### config.mk
export PLATFORM = sky130hd
export DESIGN_NAME = mxt_step
export DESIGN_NICKNAME = d
export VERILOG_FILES = /design/src/assert_macros.svh /design/src/mxt_pkg.sv /design/src/mxt_step.sv
export SDC_FILE = /design/constraint.sdc
export NUM_CORES = 1
export LEC_CHECK = 0
export ABC_AREA = 1
export BUFFER_PORTS_ARGS = -buffer_cell sky130_fd_sc_hd__buf_2
export CORE_MARGIN = 8
export CORE_UTILIZATION = 51
export DETAILED_ROUTE_END_ITERATION = 12
export PLACE_DENSITY = 0.91
export SYNTH_ARGS = -nofsm -noshare
export SYNTH_HDL_FRONTEND = slang
export SYNTH_SLANG_ARGS = --single-unit
### constraint.sdc
create_clock -name vclk -period 3.2
set_input_delay 0.64 -clock vclk [all_inputs]
set_output_delay 0.64 -clock vclk [all_outputs]
set_load 0.005 [all_outputs]
### src/assert_macros.svh
// Assertion macros shared by the RTL files.
// Define ASSERT_OFF to compile all assertions away.
`ifndef ASSERT_MACROS_SVH
`define ASSERT_MACROS_SVH

`ifndef ASSERT_OFF
// A property that must hold at every clock edge outside reset.
`define ASSERT_PROP(label, prop, msg) \
    label: assert property (@(posedge i_clk) disable iff (!i_rst_n) prop) else $error(msg);
// A condition that must never be seen at a clock edge outside reset.
`define ASSERT_NEVER(label, expr, msg) \
    label: assert property (@(posedge i_clk) disable iff (!i_rst_n) !(expr)) else $error(msg);
`else
`define ASSERT_PROP(label, prop, msg)
`define ASSERT_NEVER(label, expr, msg)
`endif

`endif

### src/mxt_pkg.sv
package mxt_pkg;

    localparam int KEY_BITS   = 33;
    localparam int NODE_COUNT = 4096;

    localparam int IDX_W  = $clog2(NODE_COUNT);
    localparam int CNT_W  = IDX_W + 1;
    localparam int LVL_W  = (KEY_BITS > 1) ? $clog2(KEY_BITS) : 1;
    localparam int NODE_W = 2 * IDX_W;

    typedef logic [KEY_BITS-1:0] t_key;
    typedef logic [IDX_W-1:0]    t_idx;
    typedef logic [CNT_W-1:0]    t_cnt;
    typedef logic [LVL_W-1:0]    t_lvl;

    // One trie node: the two child indices, index zero meaning no child.
    typedef struct packed {
        t_idx c1;
        t_idx c0;
    } t_node;

    // Outcome of one level of the walk.
    typedef struct packed {
        t_idx  next;
        logic  has_next;
        logic  acc_bit;
        logic  alloc;
        t_node wnode;
    } t_step;

    localparam logic REQ_INSERT = 1'b0;
    localparam logic REQ_QUERY  = 1'b1;

    localparam logic STATUS_DONE    = 1'b0;
    localparam logic STATUS_REFUSED = 1'b1;

endpackage

### src/mxt_step.sv
module mxt_step (
    input  mxt_pkg::t_node i_node,
    input  logic           i_kbit,
    input  logic           i_query,
    input  logic           i_dead,
    input  mxt_pkg::t_idx  i_new_idx,
    output mxt_pkg::t_step o_step
);

    import mxt_pkg::*;

    t_idx pref_child;
    t_idx alt_child;
    t_idx own_child;

    always_comb begin
        // A query prefers the child opposite to the key bit.
        pref_child = i_kbit ? i_node.c0 : i_node.c1;
        alt_child  = i_kbit ? i_node.c1 : i_node.c0;
        own_child  = i_kbit ? i_node.c1 : i_node.c0;

        o_step          = '0;
        o_step.wnode    = i_node;

        if (i_query == REQ_QUERY) begin
            if (i_dead) begin
                o_step.has_next = 1'b0;
            end else if (pref_child != '0) begin
                o_step.next     = pref_child;
                o_step.has_next = 1'b1;
                o_step.acc_bit  = 1'b1;
            end else if (alt_child != '0) begin
                o_step.next     = alt_child;
                o_step.has_next = 1'b1;
            end else begin
                o_step.has_next = 1'b0;
            end
        end else begin
            o_step.has_next = 1'b1;
            if (own_child != '0) begin
                o_step.next = own_child;
            end else begin
                // Missing child: link a fresh node taken from the pool.
                o_step.next  = i_new_idx;
                o_step.alloc = 1'b1;
                if (i_kbit) begin
                    o_step.wnode.c1 = i_new_idx;
                end else begin
                    o_step.wnode.c0 = i_new_idx;
                end
            end
        end
    end

endmodule

==> flow_summary.toml <==
[routing]
drt-pass1-iter-count = 6
drc_errors = 0
drtIter0Drc = 188
vias_per_cell = 5.34
wl_um = 5130
drtAntennaViolNets = 0
routedWlPerCell_um = 12.6
num_vias = 2170

[floorplan]
die_width_um = 67.4
die_h_um = 67.4
dieArea_mm2 = 0.00454
start_util = 0.539
io_pins = 78
num_rows = 18
coreArea_mm2 = 0.00250

[timing]
finalSetupTns_ns = 0
hold_ws_ns = 1.54
final.period_utilization = 0.932
slew_headroom = 0.446
maxSlewViolCount = 0
rsz0062_at_grt = "no"
worst_pin_slew_ns = 0.828
fmax_ghz = 0.335
hold_viol = 0
setup_viol = 0
finalCriticalPeriod_ns = 2.98

[critical_path]
worstSetupStartpointType = "primary input"
crit_arrival_ns = 2.34
cp-end-kind = "output port"
crit_required_ns = 2.56
startpoint = "i_kbit"
cp_max_fo = 27
worstSetupPathType = "in -> out"

[power]
switching_share = 0.616
vdd_drop_max_mv = 0.0819
comb_power_share = 1.000
power_density_mw_per_mm2 = 120
p_int_mw = 0.0800
p_leak_nw = 1.13
power_switching_mw = 0.128
total_power_mw = 0.208
power_frac_seq = 0
pwr-share-clk = 0

[synthesis]
synth_cell_type_count = 18
syn_area_mm2 = 0.00135
synth_cells = 308
avgSynthCellArea_um2 = 4.37
ys_seq_area_frac = 0
synth_fp_nets = 347
synth_warnings = 0

[hold_path]
holdPathEnd = "o_step[24]"
hp-start = "i_query"
hp-class = "in -> out"
min_path_cells = 3

[grt]
track_usage = 0.210
antenna_found_initial = 0
use_met1 = 0.235
globalRouteMet3Util = 0.0215
grt_pass1_vias = 2005
overflow = 0
grt_max_degree = 37
grt_pass1_wl_um = 8110
use_met2 = 0.389
top_usage_layer = "met2"

[final_layout]
nFillCells = 263
drive_above_1_share = 0.250
register_area_um2 = 0
clkbuf_count = 0
antennaDiodeCount = 0
fin_nets = 417
mostFrequentLayoutCells = "nand2_1, buf_2, inv_1, nand3_1, nand4_1"
areaGrowthSynthToFinish_pct = 28.9
layout_commonest_cell = "nand2_1"
multi_input_area_mm2 = 0.00110
seq_cell_count = 0
final_cell_area_mm2 = 0.00174

[outcome]
outcome = "finished clean"

[placement]
port_buffers = 78
gp_congestion = 0.913
placed_area_mm2 = 0.00172
hpwl_um = 3980

[clock_network]
postCtsHoldBufs = 0

[run]
max_cap_viol_count = 0
[per-layer routing]
layer	part of all wire	vias to the layer above
met5	0	-
met3	0.10	13
met1	0.39	922
met2	0.49	132
met4	0.017	0
li1	-	1103
[power groups by stage]
stage               sequential (mW)  combinational [mW]  clock [mW]
floorplan                         0               0.118           0
global placement                  0               0.200           0
detailed placement                0               0.204           0
CTS                               0               0.205           0
global route                      0               0.233           0
finish                            0               0.208           0
[critical path, cell delays in order]
cell	delay, ns
buf_2	0.16
inv_2	0.32
buf_4	0.23
nand2_1	0.06
nand2_1	0.09
nand2_1	0.07
nor2_2	0.15
buf_4	0.21
nand3_1	0.09
nand2_1	0.06
nand2_1	0.04
nand2_1	0.10
buf_2	0.11
[worst max-delay path by stage]
| stage | end | slack (ns) |
|---|---|---|
| 2_1_floorplan | o_step[36] | 0.83 |
| 4_1_cts | o_step[12] | 0.18 |
| 3_5_place_dp | o_step[12] | 0.18 |
| 5_1_grt | o_step[34] | 0.03 |
| 3_3_place_gp | o_step[1] | 0.22 |
| 6_report | o_step[36] | 0.22 |
[kinds of logic (layout without fill, tap and decap cells)]
family,count (synthesis),in the layout,share of synthesized area
AO/OA/AOI/OAI,9,9,0.0335
buffers and inverters,57,124,0.198
AND/OR/NAND/NOR,242,243,0.769
[synthesized netlist by cell type]
cell      instances  share of area
nand3_1          32           0.12
buf_1             1         0.0028
nand4_1          24           0.11
inv_2             2         0.0056
buf_2             6          0.022
nand2_2           1         0.0046
clkbuf_1          2         0.0056
o21ai_1           2         0.0074
nand2_1         165           0.46
o21ai_0           7          0.026
inv_1            37           0.10
nor2_1           14          0.039
nor2_2            3          0.014
buf_6             3          0.025
nor2_4            1         0.0084
nand3_2           1         0.0074
and2_1            1         0.0046
buf_4             6          0.033
[stage by stage]
stage | cells | worst slack [ns] | util
floorplan | 308 | 0.834 | -
global route | 406 | 0.0311 | 0.694
finish | 406 | 0.219 | 0.694
global placement | 405 | 0.221 | 0.688
CTS | 405 | 0.177 | 0.688
detailed placement | 405 | 0.185 | 0.688
[final cells by class]
cell class,instances,area share
Multi-Input combinational cell,252,0.632
Timing Repair Buffer,85,0.262
Inverter,39,0.0844
Tap cell,30,0.0216
[timing repair]
item                                    CTS  global route
buffers inserted                          0             0
endpoints found under the setup margin    0            27
gates resized for setup                   0             2
Note: power is estimated with default switching activity, not from simulation.
