$ cat src/assert_macros.svh
// Assertion macros shared by the RTL files.
// Define ASSERT_OFF to compile all assertions away.
`ifndef ASSERT_MACROS_SVH
`define ASSERT_MACROS_SVH

`ifndef ASSERT_OFF
// A property that must hold at every clock edge outside reset.
`define ASSERT_PROP(label, prop, msg) \
    label: assert property (@(posedge i_clk) disable iff (!i_rst_n) prop) else $error(msg);
// A condition that must never be seen at a clock edge outside reset.
`define ASSERT_NEVER(label, expr, msg) \
    label: assert property (@(posedge i_clk) disable iff (!i_rst_n) !(expr)) else $error(msg);
`else
`define ASSERT_PROP(label, prop, msg)
`define ASSERT_NEVER(label, expr, msg)
`endif

`endif

$ cat src/mxt_ram.sv
module mxt_ram #(
    parameter int WIDTH = 8,
    parameter int DEPTH = 16
) (
    input  logic                     i_clk,
    input  logic                     i_we,
    input  logic [$clog2(DEPTH)-1:0] i_waddr,
    input  logic [WIDTH-1:0]         i_wdata,
    input  logic                     i_re,
    input  logic [$clog2(DEPTH)-1:0] i_raddr,
    output logic [WIDTH-1:0]         o_rdata
);

    logic [WIDTH-1:0] r_mem [DEPTH];
    logic [WIDTH-1:0] r_rdata;

    always_ff @(posedge i_clk) begin
        if (i_we) begin
            r_mem[i_waddr] <= i_wdata;
        end
        if (i_re) begin
            r_rdata <= r_mem[i_raddr];
        end
    end

    assign o_rdata = r_rdata;

endmodule

$ cat config.mk
export PLATFORM = sky130hd
export DESIGN_NAME = mxt_ram
export DESIGN_NICKNAME = d
export VERILOG_FILES = /design/src/assert_macros.svh /design/src/mxt_ram.sv
export SDC_FILE = /design/constraint.sdc
export NUM_CORES = 1
export LEC_CHECK = 0
export BUFFER_PORTS_ARGS = -buffer_cell sky130_fd_sc_hd__buf_2
export CAP_MARGIN = 20
export CORE_MARGIN = 3
export CORE_UTILIZATION = 60
export CTS_BUF_LIST = sky130_fd_sc_hd__clkbuf_4 sky130_fd_sc_hd__clkbuf_8 sky130_fd_sc_hd__clkbuf_16
export DETAILED_ROUTE_END_ITERATION = 8
export PLACE_DENSITY = 0.81
export SYNTH_ARGS = -nofsm -noshare
export SYNTH_HDL_FRONTEND = slang
export SYNTH_SLANG_ARGS = --single-unit
export TNS_END_PERCENT = 50
$ cat constraint.sdc
create_clock -name i_clk -period 2 [get_ports i_clk]
set_input_delay 0.1 -clock i_clk [delete_from_list [all_inputs] [get_ports i_clk]]
set_output_delay 0.1 -clock i_clk [all_outputs]
set_load 0.05 [all_outputs]
==> results list <==
* Basic-gate share of the synthesized area counting and, or, nand and nor cells: 3.14%
- The setup check on the worst reg-to-reg path leaves a slack of 0.42 ns.
- Critical path buffers and inverters: 0
* Synthesized-area fraction occupied by xor and xnor cells: 0%
- Outcome: complete, no violations
* Clock network latency to the later pin of the worst-skew pair: 0.51 ns
* Overall track demand over capacity in global routing: 23.9%
- Num ports: 27
- Multiplexer share of the synthesized area: 14.8%
* Largest net degree at the start of global routing: 33
- Kind of cell adding the most delay to the critical path: multiplexers
- Routed signal wires occupy layers up through met4.
- In this run, post-CTS repair resized a total of 0 instances.
* Count of filler cells inserted in the layout: 445
- Wires add up to 10400 um.
- After routing, the total negative slack on setup checks comes to 0 ns.
* Total Nets Final: 312
- For the worst setup path, the data required time is 2.25 ns.
- The cell sitting at the root of the clock tree is a sky130_fd_sc_hd__clkbuf_8.
- Summed over all instances, the cell type with the most area after synthesis is sky130_fd_sc_hd__edfxtp_1.
- Part of the Yosys area used for sequential elements: 78.1%
- Post CTS Setup Buffer Count: 0
- CP max stage delay: 0.52 ns
* Remaining global-route overflow: 0
- Averaged over all synthesized cells, the footprint is 22.8 um^2.
* Adder and majority gate portion of the synthesized area: 0%
- The die covers 9870 um^2.
- The synthesized design contains 136 enable-type register cells.
* Cells taking the most area after synthesis: sky130_fd_sc_hd__edfxtp_1 (78%), sky130_fd_sc_hd__mux4_2 (7.8%), sky130_fd_sc_hd__mux4_1 (7.0%), sky130_fd_sc_hd__a22oi_1 (2.3%), sky130_fd_sc_hd__nor2_1 (0.93%)
- Number of cells after detailed placement: 370
* Count of vias placed by the detailed router: 2609
* RSZ-0062 raised after global routing: false
* Largest family of logic cells by synthesized area: multiplexers
- Antenna Violating Nets Remaining: 0
* Total clock buffers created by CTS: 17
- Counting every net in the synthesized netlist gives 248.
* Worst hold-check path type: in2reg
* Clock period minus final worst setup slack: 1.58 ns
* Dominant synthesized flop cell: sky130_fd_sc_hd__edfxtp_1
- The worst setup path is launched from a flip-flop.
* Number of global-route vias before repair: 2721
- WL met3: 749 um
* Cell with the most instances after synthesis: sky130_fd_sc_hd__edfxtp_1
- Data on the critical path arrives at its endpoint at 1.83 ns.
- In this run the standard cell core region covers 8340 um^2.
- From bottom edge to top edge, the die measures 99.3 um.
- Initial antenna violation count: 0
* Final number of setup-violating endpoints: 0
- FF+latch count, synth: 136
* Part of the cycle the worst path needs: 79.1%
* Row Count: 33
- Max-cap check violation count: 0
- Summed over all cells, the static leakage comes to 2.12 nW.
- For this run, design rule violations remaining after detail routing come to 0.
* Average detailed-routed wire length per instance: 25.4 um
- The number of antenna diodes in the final layout is 0.
- H-tree levels: 4
- The netlist uses 18 different library cells.
- The largest individual stage delay along the critical path comes from the cell sky130_fd_sc_hd__mux4_1.
* M1 wire length: 4150 um
- Total power density per cell area: 1050 nW/um^2
- STA classifies the critical path endpoint as a flip-flop.
- Clock tree from TritonCTS: done
- After synthesis, the share of flip-flops with an asynchronous set or reset is 0%.
- The synthesized netlist occupies a cell area of 5230 um^2.
* Maximum fanout along the worst path: 1
* Area fraction in compound gates after synthesis: 2.30%
* Gate count of the mapped netlist: 229
- During placement, the flow inserted port buffers numbering 26.
- For this run, the top clock speed supported by timing is 0.632 GHz.
- Compared with the post-synthesis result, the final layout area differs by 19.3%.
- The floorplan step set the die width to 99.3 um.
- The finished layout holds 411 standard cells, fillers aside.
- Yosys Warn Count: 0
- Sequence of cells on the critical path: mux4_1, a22oi_1, nand2_1
* Number of sinks handled by clock tree synthesis: 136
* Initial core utilization: 62.7%
* Max-slew violation count: 0
- Across the VDD grid, the largest voltage drop is 0.670 mV.
* Synth top cells by count: sky130_fd_sc_hd__edfxtp_1 (136), sky130_fd_sc_hd__mux4_2 (18), sky130_fd_sc_hd__a22oi_1 (16)
* Detail Route met2 WL: 5380 um
* Number of iterations in the first detailed-routing pass: 5
* 1st-iter DRT viols: 260
- The setup path with the least slack is of type reg2reg.
* Number of buffers on the longest clock path: 2
- Of the cells placed in the final design, the portion with a size suffix greater than 1 is 31.4%.
- Across the routed clock network, the largest skew measured is 0.00643 ns.
- Routability-driven placement finished with a final weighted congestion of 0.732.
- Final-report hold violation count: 0
* Worst-case setup margin in the final layout: 0.419 ns
- CTS clock-pin slew for the worst setup and hold paths: 0.06 ns
- Slew HR: 73.3%
- Global-route wire length before repair: 16300 um
- Detailed Place HPWL: 5870 um
* Worst-Margin Slew: 0.401 ns
* Worst slack after detailed placement: 0.274 ns
* Detailed-route vias per instance: 6.35
- Synth top area share: 78.1%
==> flip-flops by register name (all words and copies together) (netlist names) <==
signal / flops
o_rdata: 8
r_mem: 128
==> power breakdown <==
group          total, W  internal [W]  switching, W
sequential      0.00323       0.00321     0.0000203
clock           0.00294       0.00179       0.00115
combinational  0.000354      0.000138      0.000216
total           0.00653       0.00514       0.00139
==> tightest hold or removal path, stage by stage <==
cell,delay (ns)
sky130_fd_sc_hd__buf_2,0.14
sky130_fd_sc_hd__nor3_1,0.06
sky130_fd_sc_hd__buf_4,0.18
==> kinds of logic (layout without fill, tap and decap cells) <==
logic type             after synthesis  count (layout)
AOI/OAI and AO/OA                   16              16
buffers and inverters               10              87
DFF                                136             136
muxes                               32              32
and+or+nand+nor                     35              35
==> final timing paths <==
| path | to | startpoint | cells after the start |
|---|---|---|---|
| hold / removal | r_mem[0][4] | i_waddr[0] | 3 |
| setup / recovery | o_rdata[4] | r_mem[9][4] | 3 |
| setup reg to reg | o_rdata[4] | r_mem[9][4] | 3 |
| hold reg to reg | o_rdata[2] | r_mem[12][2] | 3 |
==> what timing repair did <==
action	in CTS	in global routing
setup endpoints to repair	0	0
hold buffers	9	0
hold endpoints to repair	136	0
==> area by class of cell <==
class | instances | area [um^2] | share of cell area (%)
Sequential cell | 136 | 4080 | 65.5
Clock inverter | 14 | 149 | 2.39
Clock buffer | 18 | 422 | 6.76
Tap cell | 105 | 131 | 2.11
Multi-Input combinational cell | 83 | 1060 | 16.9
Timing Repair Buffer | 55 | 395 | 6.34
==> metal layers <==
layer,track usage [%],vias up
met5,0,-
met1,33.2,1352
met2,37.3,134
li1,-,1111
met4,7.67,0
met3,7.29,12
==> placed cells by master, fill, tap and decap left out, types with 2 or more instances in the layout <==
cell,synthesis,final
sky130_fd_sc_hd__buf_4,1,18
sky130_fd_sc_hd__edfxtp_1,136,136
sky130_fd_sc_hd__inv_6,0,3
sky130_fd_sc_hd__dlygate4sd3_1,0,9
sky130_fd_sc_hd__a22oi_1,16,16
sky130_fd_sc_hd__bufinv_16,0,2
sky130_fd_sc_hd__buf_12,0,2
sky130_fd_sc_hd__mux4_2,18,18
sky130_fd_sc_hd__nor2_1,13,13
sky130_fd_sc_hd__nand2b_1,2,2
sky130_fd_sc_hd__clkinvlp_4,0,6
sky130_fd_sc_hd__buf_2,3,26
sky130_fd_sc_hd__nor3_1,4,4
sky130_fd_sc_hd__mux4_1,14,14
sky130_fd_sc_hd__clkbuf_16,0,16
sky130_fd_sc_hd__nand3b_1,2,2
sky130_fd_sc_hd__nand2_1,9,9
==> per-stage QoR <==
step | util (%) | instance area [um^2] | total power (W) | hold WS (ns)
final | 74.8 | 6240 | 0.00653 | 0.155
after global routing | 74.8 | 6240 | 0.00673 | 0.150
after global placement | 66.9 | 5580 | 0.00361 | 0.484
after CTS | 74.8 | 6240 | 0.00656 | 0.135
after detailed placement | 66.9 | 5580 | 0.00363 | 0.492
after floorplan | - | 5230 | 0.00349 | 0.199
Note: power is estimated with default switching activity, not from simulation.
